===== src/design/delimited_field_extractor_macros.svh =====
// ----------------------------------------------------------------------------
// Delimited field extractor assertion macros
// Shared concurrent assertion shorthands for the extractor modules.
// ----------------------------------------------------------------------------
`ifndef DELIMITED_FIELD_EXTRACTOR_MACROS_SVH
`define DELIMITED_FIELD_EXTRACTOR_MACROS_SVH

// Checked on every rising edge of clk while arst_n is high.
`define DFE_ASSERT(lbl, prop, msg) \
	lbl: assert property (@(posedge clk) disable iff (!arst_n) prop) else $error(msg);

// Checked on every rising edge of clk, also during reset.
`define DFE_ASSERT_ALWAYS(lbl, prop, msg) \
	lbl: assert property (@(posedge clk) prop) else $error(msg);

`endif


===== src/design/dfe_pkg.sv =====
// ----------------------------------------------------------------------------
// Delimited field extractor package
// Constants, register indexes and shared types of the field extractor.
// ----------------------------------------------------------------------------
`timescale 1ns / 1ps

package dfe_pkg;

	// Highest field number that the mask can select.
	localparam int MAX_FIELDS = 64;
	// Field counter saturates one past the selectable range.
	localparam int FIELD_CAP  = MAX_FIELDS + 1;
	localparam int FNUM_W     = $clog2(FIELD_CAP + 1);

	localparam int BYTE_W     = 8;
	localparam int MASK_W     = 64;
	localparam int CFG_IDX_W  = 8;

	localparam logic [BYTE_W-1:0] NEWLINE_BYTE = 8'h0A;
	localparam logic [BYTE_W-1:0] TAB_BYTE     = 8'h09;

	// Result queue between the step logic and the output channel.
	localparam int RQ_DEPTH = 4;
	localparam int RQ_PTR_W = $clog2(RQ_DEPTH);
	localparam int RQ_CNT_W = $clog2(RQ_DEPTH + 1);

	// Configuration register indexes.
	typedef enum logic [CFG_IDX_W-1:0] {
		CFG_DELIMITER  = 8'd0,
		CFG_FIELD_MASK = 8'd1
	} cfg_reg_t;

	// One output word.
	typedef struct packed {
		logic [BYTE_W-1:0] out_byte;
		logic              last;
	} result_t;

	// Words produced by one input byte, in order.
	typedef struct packed {
		logic [1:0] count;
		result_t    res0;
		result_t    res1;
	} step_out_t;

endpackage


===== src/design/dfe_if.sv =====
// ----------------------------------------------------------------------------
// Delimited field extractor channel interfaces
// Valid/ready channels for input bytes, output words and register writes.
// ----------------------------------------------------------------------------
`timescale 1ns / 1ps

interface dfe_byte_if import dfe_pkg::*; ();
	logic              valid;
	logic              ready;
	logic [BYTE_W-1:0] data_byte;

	modport source (output valid, output data_byte, input ready);
	modport sink   (input valid, input data_byte, output ready);
endinterface

interface dfe_result_if import dfe_pkg::*; ();
	logic              valid;
	logic              ready;
	logic [BYTE_W-1:0] out_byte;
	logic              last;

	modport source (output valid, output out_byte, output last, input ready);
	modport sink   (input valid, input out_byte, input last, output ready);
endinterface

interface dfe_cfg_if import dfe_pkg::*; ();
	logic                 valid;
	logic                 ready;
	logic [CFG_IDX_W-1:0] index;
	logic [MASK_W-1:0]    wdata;

	modport source (output valid, output index, output wdata, input ready);
	modport sink   (input valid, input index, input wdata, output ready);
endinterface


===== src/design/delimited_field_extractor.sv =====
// ----------------------------------------------------------------------------
// Delimited field extractor
// Passes the mask-selected delimiter-separated fields of each text line.
//
//   Channel   Direction  Handshake      Word contents
//   ingress   in         valid/ready    data_byte
//   egress    out        valid/ready    out_byte, last
//   cfg       in         valid/ready    index, wdata (ready always high)
//
// A byte is captured in the input register and decoded from there,
// writing zero, one or two words into a four-word result queue.
// The output side drains one word per cycle while egress.ready is high, so
// the sustained rate is one byte per cycle; an inserted delimiter adds a word.
// The input register drains only while the queue has two free words;
// a stalled output backs up into ingress.ready. Reset is asynchronous and
// restores the line state, delimiter tab and an empty field mask.
// ----------------------------------------------------------------------------
`timescale 1ns / 1ps

module delimited_field_extractor
	import dfe_pkg::*;
(
	input  logic                clk,
	input  logic                arst_n,
	dfe_byte_if.sink            ingress,
	dfe_result_if.source        egress,
	dfe_cfg_if.sink             cfg
);

`include "delimited_field_extractor_macros.svh"

	logic [BYTE_W-1:0]   delimiter_q;
	logic [MASK_W-1:0]   field_mask_q;

	logic                valid_s1;
	logic [BYTE_W-1:0]   byte_s1;
	logic                drain_s1;

	step_out_t           step_out;

	result_t             rq_q [RQ_DEPTH];
	logic [RQ_PTR_W-1:0] wr_ptr_q;
	logic [RQ_PTR_W-1:0] rd_ptr_q;
	logic [RQ_CNT_W-1:0] count_q;
	logic [RQ_CNT_W-1:0] push_cnt;
	logic                pop;

	// Configuration registers.
	assign cfg.ready = 1'b1;

	always_ff @(posedge clk or negedge arst_n) begin
		if (!arst_n) begin
			delimiter_q  <= TAB_BYTE;
			field_mask_q <= '0;
		end else if (cfg.valid) begin
			unique case (cfg.index)
				CFG_DELIMITER:  delimiter_q  <= cfg.wdata[BYTE_W-1:0];
				CFG_FIELD_MASK: field_mask_q <= cfg.wdata;
				default: ;
			endcase
		end
	end

	// Input register; it drains when the queue can take two words.
	assign drain_s1      = valid_s1 && (count_q <= RQ_CNT_W'(RQ_DEPTH - 2));
	assign ingress.ready = !valid_s1 || drain_s1;

	always_ff @(posedge clk or negedge arst_n) begin
		if (!arst_n) begin
			valid_s1 <= 1'b0;
		end else if (ingress.ready) begin
			valid_s1 <= ingress.valid;
		end
	end

	always_ff @(posedge clk) begin
		if (ingress.ready && ingress.valid) begin
			byte_s1 <= ingress.data_byte;
		end
	end

	dfe_step u_step (
		.clk        (clk),
		.arst_n     (arst_n),
		.fire       (drain_s1),
		.data_byte  (byte_s1),
		.delimiter  (delimiter_q),
		.field_mask (field_mask_q),
		.step_out   (step_out)
	);

	// Result queue.
	assign push_cnt = drain_s1 ? RQ_CNT_W'(step_out.count) : '0;
	assign pop      = egress.valid && egress.ready;

	always_ff @(posedge clk) begin
		if (drain_s1 && (step_out.count != 2'd0)) begin
			rq_q[wr_ptr_q] <= step_out.res0;
		end
		if (drain_s1 && (step_out.count == 2'd2)) begin
			rq_q[wr_ptr_q + RQ_PTR_W'(1)] <= step_out.res1;
		end
	end

	always_ff @(posedge clk or negedge arst_n) begin
		if (!arst_n) begin
			wr_ptr_q <= '0;
			rd_ptr_q <= '0;
			count_q  <= '0;
		end else begin
			wr_ptr_q <= wr_ptr_q + push_cnt[RQ_PTR_W-1:0];
			if (pop) begin
				rd_ptr_q <= rd_ptr_q + RQ_PTR_W'(1);
			end
			count_q <= count_q + push_cnt - RQ_CNT_W'(pop);
		end
	end

	// Output word from the queue head.
	assign egress.valid    = (count_q != '0);
	assign egress.out_byte = rq_q[rd_ptr_q].out_byte;
	assign egress.last     = rq_q[rd_ptr_q].last;

	`DFE_ASSERT_ALWAYS(a_rq_bound, count_q <= RQ_CNT_W'(RQ_DEPTH), "result queue overflow")
	`DFE_ASSERT(a_drain_room, drain_s1 |-> (count_q + RQ_CNT_W'(step_out.count) - RQ_CNT_W'(pop) <= RQ_CNT_W'(RQ_DEPTH)), "queue push without room")
	`DFE_ASSERT(a_sep_followed, (egress.valid && !egress.last) |-> (count_q >= RQ_CNT_W'(2)), "separator queued without its byte")

endmodule


===== src/design/dfe_step.sv =====
// ----------------------------------------------------------------------------
// Delimited field extractor line state and step logic
// Holds the per-line field state and decodes one byte into up to two words.
// ----------------------------------------------------------------------------
`timescale 1ns / 1ps

module dfe_step
	import dfe_pkg::*;
(
	input  logic              clk,
	input  logic              arst_n,
	input  logic              fire,
	input  logic [BYTE_W-1:0] data_byte,
	input  logic [BYTE_W-1:0] delimiter,
	input  logic [MASK_W-1:0] field_mask,
	output step_out_t         step_out
);

`include "delimited_field_extractor_macros.svh"

	logic [FNUM_W-1:0] field_number_q;
	logic              at_field_start_q;
	logic              field_active_q;
	logic              emitted_on_line_q;

	logic [FNUM_W-1:0] field_number_d;
	logic              at_field_start_d;
	logic              field_active_d;
	logic              emitted_on_line_d;

	logic              is_newline;
	logic              is_delim;
	logic              in_range;
	logic [MASK_W-1:0] mask_shifted;
	logic              selected;
	logic              active;
	logic              insert_sep;

	// Selection of the current field number by the mask.
	assign in_range     = (field_number_q != '0) &&
	                      (field_number_q <= FNUM_W'(MAX_FIELDS));
	assign mask_shifted = field_mask >> (field_number_q - FNUM_W'(1));
	assign selected     = in_range && mask_shifted[0];

	// Newline wins over the delimiter when both match.
	assign is_newline = (data_byte == NEWLINE_BYTE);
	assign is_delim   = !is_newline && (data_byte == delimiter);

	assign active     = at_field_start_q ? selected : field_active_q;
	assign insert_sep = at_field_start_q && selected && emitted_on_line_q;

	// Next state and the words caused by this byte.
	always_comb begin
		field_number_d    = field_number_q;
		at_field_start_d  = at_field_start_q;
		field_active_d    = field_active_q;
		emitted_on_line_d = emitted_on_line_q;
		step_out          = '0;
		if (is_newline) begin
			step_out.count         = 2'd1;
			step_out.res0.out_byte = NEWLINE_BYTE;
			step_out.res0.last     = 1'b1;
			field_number_d         = FNUM_W'(1);
			at_field_start_d       = 1'b1;
			field_active_d         = 1'b0;
			emitted_on_line_d      = 1'b0;
		end else if (is_delim) begin
			if (field_number_q < FNUM_W'(FIELD_CAP)) begin
				field_number_d = field_number_q + FNUM_W'(1);
			end
			at_field_start_d = 1'b1;
			field_active_d   = 1'b0;
		end else begin
			at_field_start_d  = 1'b0;
			field_active_d    = active;
			emitted_on_line_d = emitted_on_line_q | active;
			if (insert_sep) begin
				step_out.count         = 2'd2;
				step_out.res0.out_byte = delimiter;
				step_out.res0.last     = 1'b0;
				step_out.res1.out_byte = data_byte;
				step_out.res1.last     = 1'b1;
			end else if (active) begin
				step_out.count         = 2'd1;
				step_out.res0.out_byte = data_byte;
				step_out.res0.last     = 1'b1;
			end
		end
	end

	// Line state registers.
	always_ff @(posedge clk or negedge arst_n) begin
		if (!arst_n) begin
			field_number_q    <= FNUM_W'(1);
			at_field_start_q  <= 1'b1;
			field_active_q    <= 1'b0;
			emitted_on_line_q <= 1'b0;
		end else if (fire) begin
			field_number_q    <= field_number_d;
			at_field_start_q  <= at_field_start_d;
			field_active_q    <= field_active_d;
			emitted_on_line_q <= emitted_on_line_d;
		end
	end

	`DFE_ASSERT(a_fnum_range, (field_number_q != '0) && (field_number_q <= FNUM_W'(FIELD_CAP)), "field number out of range")
	`DFE_ASSERT(a_active_not_start, field_active_q |-> !at_field_start_q, "active field still at start")
	`DFE_ASSERT(a_newline_restart, (fire && is_newline) |=> (field_number_q == FNUM_W'(1)) && at_field_start_q && !emitted_on_line_q, "newline did not restart line")

endmodule

===== src/flat_wrapper.sv =====
// flat-port wrapper written by rule: the top's interface ports become plain ports
module delimited_field_extractor_flat import dfe_pkg::*;
  (clk, arst_n, ingress_valid, ingress_data_byte, ingress_ready, egress_valid, egress_out_byte, egress_last, egress_ready, cfg_valid, cfg_index, cfg_wdata, cfg_ready);
  dfe_byte_if ingress_i ();
  dfe_result_if egress_i ();
  dfe_cfg_if cfg_i ();
  input  logic clk;
  input  logic arst_n;
  input wire logic [$bits(ingress_i.valid)-1:0] ingress_valid;
  input wire logic [$bits(ingress_i.data_byte)-1:0] ingress_data_byte;
  output wire logic [$bits(ingress_i.ready)-1:0] ingress_ready;
  output wire logic [$bits(egress_i.valid)-1:0] egress_valid;
  output wire logic [$bits(egress_i.out_byte)-1:0] egress_out_byte;
  output wire logic [$bits(egress_i.last)-1:0] egress_last;
  input wire logic [$bits(egress_i.ready)-1:0] egress_ready;
  input wire logic [$bits(cfg_i.valid)-1:0] cfg_valid;
  input wire logic [$bits(cfg_i.index)-1:0] cfg_index;
  input wire logic [$bits(cfg_i.wdata)-1:0] cfg_wdata;
  output wire logic [$bits(cfg_i.ready)-1:0] cfg_ready;
  assign ingress_i.valid = ingress_valid;
  assign ingress_i.data_byte = ingress_data_byte;
  assign ingress_ready = ingress_i.ready;
  assign egress_valid = egress_i.valid;
  assign egress_out_byte = egress_i.out_byte;
  assign egress_last = egress_i.last;
  assign egress_i.ready = egress_ready;
  assign cfg_i.valid = cfg_valid;
  assign cfg_i.index = cfg_index;
  assign cfg_i.wdata = cfg_wdata;
  assign cfg_ready = cfg_i.ready;
  delimited_field_extractor u_core (.clk(clk), .arst_n(arst_n), .ingress(ingress_i), .egress(egress_i), .cfg(cfg_i));
endmodule

===== config.mk =====
export PLATFORM = sky130hd
export DESIGN_NAME = delimited_field_extractor_flat
export DESIGN_NICKNAME = d
export VERILOG_FILES = /design/src/design/dfe_pkg.sv /design/src/design/dfe_if.sv /design/src/design/delimited_field_extractor.sv /design/src/design/dfe_step.sv /design/src/flat_wrapper.sv
export VERILOG_INCLUDE_DIRS = /design/src /design/src/design
export SDC_FILE = /design/constraint.sdc
export NUM_CORES = 1
export LEC_CHECK = 0
export ABC_AREA = 1
export BUFFER_PORTS_ARGS = -buffer_cell sky130_fd_sc_hd__buf_2
export CORE_AREA = 2 2 117 119
export CTS_BUF_LIST = sky130_fd_sc_hd__clkbuf_8
export DETAILED_ROUTE_END_ITERATION = 10
export DIE_AREA = 0 0 119 121
export PLACE_DENSITY = 0.77
export SYNTH_ARGS = -nofsm -noshare
export SYNTH_HDL_FRONTEND = slang
export SYNTH_SLANG_ARGS = --single-unit

===== constraint.sdc =====
create_clock -name clk -period 3.3 [get_ports clk]
set_clock_uncertainty 0.1 [all_clocks]
set_input_delay 0.165 -clock clk [delete_from_list [all_inputs] [get_ports clk]]
set_output_delay 0.165 -clock clk [all_outputs]
set_load 0.02 [all_outputs]

Word level (Yosys, flattened, before mapping):

Memory sizes are Yosys's and may differ from the RTL's.
Index checks and enable logic that the tools add are counted.

* flip-flop bits (word level): 98
* bits in latches: 0
* bits in writable memories: 36
* bits in read-only memories: 0
* bits of input ports: 85
* output and inout port bits: 12
* memories kept: 1

Memories
* u_core.rq_q: words 4, width 9, rd ports 1, clocked after Yosys merged registers in 0, wr ports 2, RTL line delimited_field_extractor.sv:41 `result_t rq_q [RQ_DEPTH];`

* $add $sub $neg: 7
* $mul: 0
* divide/modulo/power cells: 0
* order comparisons: 3
* equality and inequality tests: 5
* shift operators: 1
* muxes and demuxes: 21
* bitwise logic cells: 1
* reduce and logical (&&, ||, !) cells: 23

Operators with widths (count)
* $shr A64 B7 Y1: 1
* $mux W11: 2
* $mux W7: 3
* $mux W20: 1
* $mux W9: 2
* $mux W1: 11
* $logic_and A1 B1 Y1: 10
* $mux W10: 1
* $eq A8 B1 Y1 const B: 1
* $eq A8 B4 Y1 const B: 1
* $eq A8 B8 Y1: 1
* $logic_not A8 Y1: 1
* $add A7 B1 Y7 const B: 1
* $le A7 B7 Y1 const B: 1
* $lt A7 B7 Y1 const B: 1
* $reduce_bool A7 Y1: 1
* $sub A7 B1 Y7 const B: 1
* $reduce_and A2 Y1: 3
* $reduce_bool A2 Y1: 3
* $add A2 B1 Y2 const B: 2
* $add A3 B3 Y3: 1
* $le A3 B2 Y1 const B: 1
* $reduce_and A3 Y1: 1
* $reduce_bool A3 Y1: 1
* 8 further kinds: 9

Longest topological paths before layout:

* word-level depth: 12
* depth in mapped cells: 23
* gate-level depth less buffers: 21

Hierarchy:

A second synthesis with hierarchy kept.

* cell total of the unflattened synthesis: 918
* area total of the unflattened synthesis: 7315.8 um2

Modules (own cells, without submodules)
* delimited_field_extractor: instances 1, cells each 597, area each 5484.0 um2, sequential area each 3325.7 um2
* dfe_step: instances 1, cells each 321, area each 1831.8 um2, sequential area each 252.7 um2

Least setup slack after synthesis:

No wires, ideal clock.

* path kind: register to register
* start point: register u_core.u_step.field_number_q[0]
* end point: register u_core.count_q[2]
* library setup time: 0.129 ns
* data arrival time: 3.361 ns
* required time: 3.071 ns
* slack: -0.290 ns
* cell stages (with the launch flop): 24
* period minus slack after synthesis: 3.590 ns
* cells stage by stage: dfstp_2 buf_6 inv_4 buf_6 ha_1 buf_4 inv_2 buf_2 nand3_1 nand3_1 nand3_1 nand3_1 nand3_2 nand3_2 nand2_1 nand3_1 nand2_1 inv_1 nor2_1 ha_1 inv_1 fa_1 xnor2_1 xor2_1

* longest elaborated chain between the ends: 11
* elaborated cells on any way between the ends: 16
* those cells by class: add/sub: 3; order compare: 1; shift: 1; mux: 6; reduce/logical: 5

Ends and longest elaborated chain
* from (decl): RTL line dfe_step.sv:21 `logic [FNUM_W-1:0] field_number_q;`
* from (signal assigned): RTL line dfe_step.sv:99 `field_number_q <= field_number_d;`
* $sub A7 B1 Y7, or another cell as far along: RTL line dfe_step.sv:42 `assign mask_shifted = field_mask >> (field_number_q - FNUM_W'(1));`
* $shr A64 B7 Y1 / $logic_and A1 B1 Y1 (equally long branches): RTL line dfe_step.sv:42, dfe_step.sv:40
* $logic_and A1 B1 Y1 *: RTL line dfe_step.sv:43 `assign selected = in_range && mask_shifted[0];`
* $mux W1 / $logic_and A1 B1 Y1 (equally long branches): RTL line dfe_step.sv:49, dfe_step.sv:50
* $mux W10 / $logic_and A1 B1 Y1 (equally long branches): RTL line dfe_step.sv:83, dfe_step.sv:50
* $mux W11 *: RTL line dfe_step.sv:77 `if (insert_sep) begin`
* $mux W20 *: RTL line dfe_step.sv:67 `end else if (is_delim) begin`
* $mux W11 *: RTL line dfe_step.sv:59 `if (is_newline) begin`
* $mux W2 *: RTL line delimited_field_extractor.sv:93 `assign push_cnt = drain_s1 ? RQ_CNT_W'(step_out.count) : '0;`
* $add A3 B3 Y3 *: RTL line delimited_field_extractor.sv:115 `count_q <= count_q + push_cnt - RQ_CNT_W'(pop);`
* $sub A3 B1 Y3 *: RTL line delimited_field_extractor.sv:115
* to (signal assigned): RTL line delimited_field_extractor.sv:115
* to (decl): RTL line delimited_field_extractor.sv:44 `logic [RQ_CNT_W-1:0] count_q;`

Every way passes the cells marked *; elsewhere a longest branch is shown, timed or not.
A chain may end at the register's enable or synchronous reset.

Final worst setup path:

Ends and elaborated chain as after synthesis.

==> results.py <==
metrics = {
    "final_layout": {
        "area_growth_pct": 29.4,
        "fin_util_pct": 68.2,
        "layout_common_cells": "nand2_1, buf_2, dfrtp_1",
        "drive_gt1_share_pct": 26.4,
        "final_nets": 1021,
        "antenna_cells": 0,
        "layout_commonest_cell": "nand2_1",
    },
    "synth": {
        "netlist_area_sq_mm": 0.00690,
        "synth_fp_nets": 843,
        "synth.distinct_cells": 44,
        "ys_ff_latch": 134,
        "synth_cells": 750,
        "ys_warn_count": 0,
        "ys_seq_area_share_pct": 51.8,
        "ys.flop_type": "dfrtp_1",
        "synth_edf_count": 44,
        "async_reset_ff_share_pct": 67.2,
        "syn_avg_cell_area_sq_um": 9.20,
    },
    "die": {
        "start_util_pct": 52.8,
        "placementRows": 42,
        "io_pins": 97,
        "fp.coreArea_sq_mm": 0.0131,
        "die_w_um": 119,
        "die_area_sq_mm": 0.0144,
        "die_height_um": 121,
    },
    "timing": {
        "tightest_slew_ns": 0.919,
        "post-route-min-period_ns": 3.21,
        "relSlewSlack_pct": 38.7,
        "finalMaxSlewViolations": 0,
        "finalHoldViolCount": 0,
        "timing.final.crit_share_pct": 97.4,
        "max_freq_ghz": 0.311,
        "setup_violations": 0,
    },
    "worst_hold_path": {
        "hold_end": "u_core.rd_ptr_q[0]$_DFFE_PN0P_",
        "hold_path_class": "in2reg",
        "hp-start": "egress_ready",
        "holdPathStages": 3,
    },
    "detailed_routing": {
        "ant_nets": 0,
        "drt-initial-drc-count": 391,
        "wl_um": 17900,
        "vias": 6024,
        "post_drt_wl_per_cell_um": 16.0,
        "drt_pre_antenna_iters": 5,
        "drc": 0,
        "met1Wirelength_um": 7240,
        "met3RoutedLength_um": 1240,
        "dr_wl_met2_um": 8940,
        "dr.max_layer_used": "met4",
        "via_per_inst": 5.40,
    },
    "critical_path": {
        "cp_slowest_cell": "dfstp_2",
        "path_cells": "inv_4 > ha_4 > buf_6 > nand3_2 > nand3_1 > nand3_1 > nand3_2 > nand3_4 > buf_4 > nand4_4 > nand3_2 > nand2_2 > inv_2 > nor2_4 > ha_2 > inv_1 > fa_2 > xnor2_2 > xor2_1",
        "end_kind": "flip-flop",
        "rrSetupSlack_ns": 0.09,
        "r2r_end": "u_core.count_q[2]$_DFF_PN0_",
        "crit_buf_inv": 5,
        "worst_setup_path_start_kind": "flip-flop",
        "critPathKind": "reg2reg",
        "crit_fanout": 7,
        "worstPathArrival_ns": 3.45,
        "r2r_start": "u_core.u_step.field_number_q[0]$_DFFE_PN1P_",
        "required_ns": 3.54,
        "reg2reg_depth": 19,
        "critPathMaxStageDelay_ns": 0.57,
        "cp_top_family": "adder cells",
        "cp_common_cell": "nand3_2",
    },
    "global_routing": {
        "antenna_found_initial": 0,
        "grt_overflow_total": 0,
        "grt_pass1_vias": 5948,
        "grtUsageTotal_pct": 25.8,
        "grt_max_degree": 73,
        "grt_pass1_wl_um": 29100,
    },
    "status": {
        "outcome": "finished, final reports clean",
    },
    "clocking": {
        "path_clk_slew_ns": 0.08,
        "cts.htree.levels": 4,
        "root_buffer": "clkbuf_8",
        "clk_path_buf_depth": 2,
        "numCtsBuffers": 17,
        "cts.sinks": 134,
        "cts_tree": "built",
        "clock_latency_ns": 0.47,
    },
    "placed_design": {
        "routabilityCongestion": 0.881,
        "hpwl_um": 11000,
        "io_buffers": 95,
    },
    "power": {
        "power_w": 0.00508,
        "cellLeakagePower_nw": 4.28,
        "ir_worst_vdd_mv": 0.354,
        "pwr_density_cell_mw_per_mm2": 568,
    },
    "run": {
        "cap_violations": 0,
    },
}
synth_stat cells, drive strengths merged (2+ instances only):
cell type    n  area, sq um
nand2      226          866
nand3       90          490
dfrtp       86         2150
mux2        56          631
inv         52          198
o21ai       50          250
nor2        48          213
edfxtp      44         1320
buf         17          124
clkbuf      12         45.0
nand4       12         90.1
o22ai        9         56.3
a21oi        8         43.8
ha           7         87.6
xnor2        6         52.6
xor2         6         52.6
dfstp        4          105
nor3         4         20.0
or2          2         12.5
repair_timing:
| item | 4_1_cts | 5_1_grt |
|---|---|---|
| hold endpoints to repair | 148 | 0 |
| gates resized for setup | 0 | 19 |
| setup endpoints to repair | 0 | 11 |
| buffers inserted | 0 | 5 |
| hold buffers | 74 | 0 |
power by group:
group | internal [W] | leakage (nW) | switching [W] | total [W]
logic | 0.000565 | 2.41 | 0.000866 | 0.00143
clock network | 0.000960 | 0.240 | 0.000661 | 0.00162
registers | 0.00185 | 1.63 | 0.000175 | 0.00202
total | 0.00337 | 4.28 | 0.00170 | 0.00508
worst register-to-register path, cell delays in order (launching register included):
cell and delay (ns):
dfstp_2 0.57, inv_4 0.04, ha_4 0.33, buf_6 0.15
nand3_2 0.10, nand3_1 0.10, nand3_1 0.10, nand3_2 0.11
nand3_4 0.10, buf_4 0.16, nand4_4 0.07, nand3_2 0.09
nand2_2 0.08, inv_2 0.07, nor2_4 0.11, ha_2 0.16
inv_1 0.04, fa_2 0.35, xnor2_2 0.14, xor2_1 0.14
metrics by stage:
stage | setup slack, ns | hold WS (ns) | cell area (sq um) | cells | TNS, ns
6_report | 0.0864 | 0.0461 | 8930 | 1116 | 0
5_1_grt | -0.00428 | 0.0625 | 8930 | 1116 | -0.00428
4_1_cts | 0.00222 | 0.0237 | 8800 | 1111 | 0
3_5_place_dp | 0.0447 | 0.238 | 7590 | 1006 | 0
3_3_place_gp | 0.121 | 0.231 | 7590 | 1006 | 0
2_1_floorplan | -0.0406 | -0.231 | 6960 | 750 | -0.0406
how the worst max path moves through the flow:
stage / startpoint / end / slack (ns) / depth (start not counted)
after floorplan: u_core.u_step.field_number_q[0]$_DFFE_PN1P_ / u_core.count_q[2]$_DFF_PN0_ / -0.04 / 23
after global placement: u_core.u_step.field_number_q[0]$_DFFE_PN1P_ / u_core.count_q[2]$_DFF_PN0_ / 0.12 / 19
after detailed placement: u_core.u_step.field_number_q[0]$_DFFE_PN1P_ / u_core.count_q[2]$_DFF_PN0_ / 0.04 / 19
after CTS: u_core.u_step.field_number_q[0]$_DFFE_PN1P_ / u_core.count_q[2]$_DFF_PN0_ / 0.002 / 19
after global routing: u_core.u_step.field_number_q[0]$_DFFE_PN1P_ / u_core.count_q[2]$_DFF_PN0_ / -0.004 / 19
final: u_core.u_step.field_number_q[0]$_DFFE_PN1P_ / u_core.count_q[2]$_DFF_PN0_ / 0.09 / 19
registers in the layout, summed over array words and instances (netlist names):
register                         flops
u_core.u_step.field_number_q         7
u_core.rd_ptr_q                      2
u_core.u_step.at_field_start_q       1
u_core.field_mask_q                 64
u_core.u_step.field_active_q         1
u_core.rq_q                         36
u_core.delimiter_q                   8
u_core.byte_s1                       8
u_core.count_q                       3
u_core.valid_s1                      1
u_core.u_step.emitted_on_line_q      1
u_core.wr_ptr_q                      2
final cells by class:
type	instances	area, sq um
clock buffers	20	275
flip-flops and latches	134	3580
inverters	53	209
clock inverters	11	194
fillers	964	4160
repair buffers	188	1370
well taps	176	220
multi-input cells	534	3080
per-layer routing:
| layer | up-vias | GRT usage [%] |
|---|---|---|
| li1 | 2860 | - |
| met1 | 2847 | 31.6 |
| met2 | 266 | 43.4 |
| met3 | 51 | 7.61 |
| met4 | 0 | 9.30 |
| met5 | - | 0 |
cell families after synthesis:
family                     share of synthesized area (%)
buffers and inverters                               5.37
xor gates and xnor gates                            1.52
other                                             0.0543
DFF                                                 51.8
muxes                                               9.14
and+or+nand+nor                                     25.0
adders and majority gates                           1.56
AOI/OAI and AO/OA                                   5.51
Note: power is estimated with default switching activity, not from simulation.
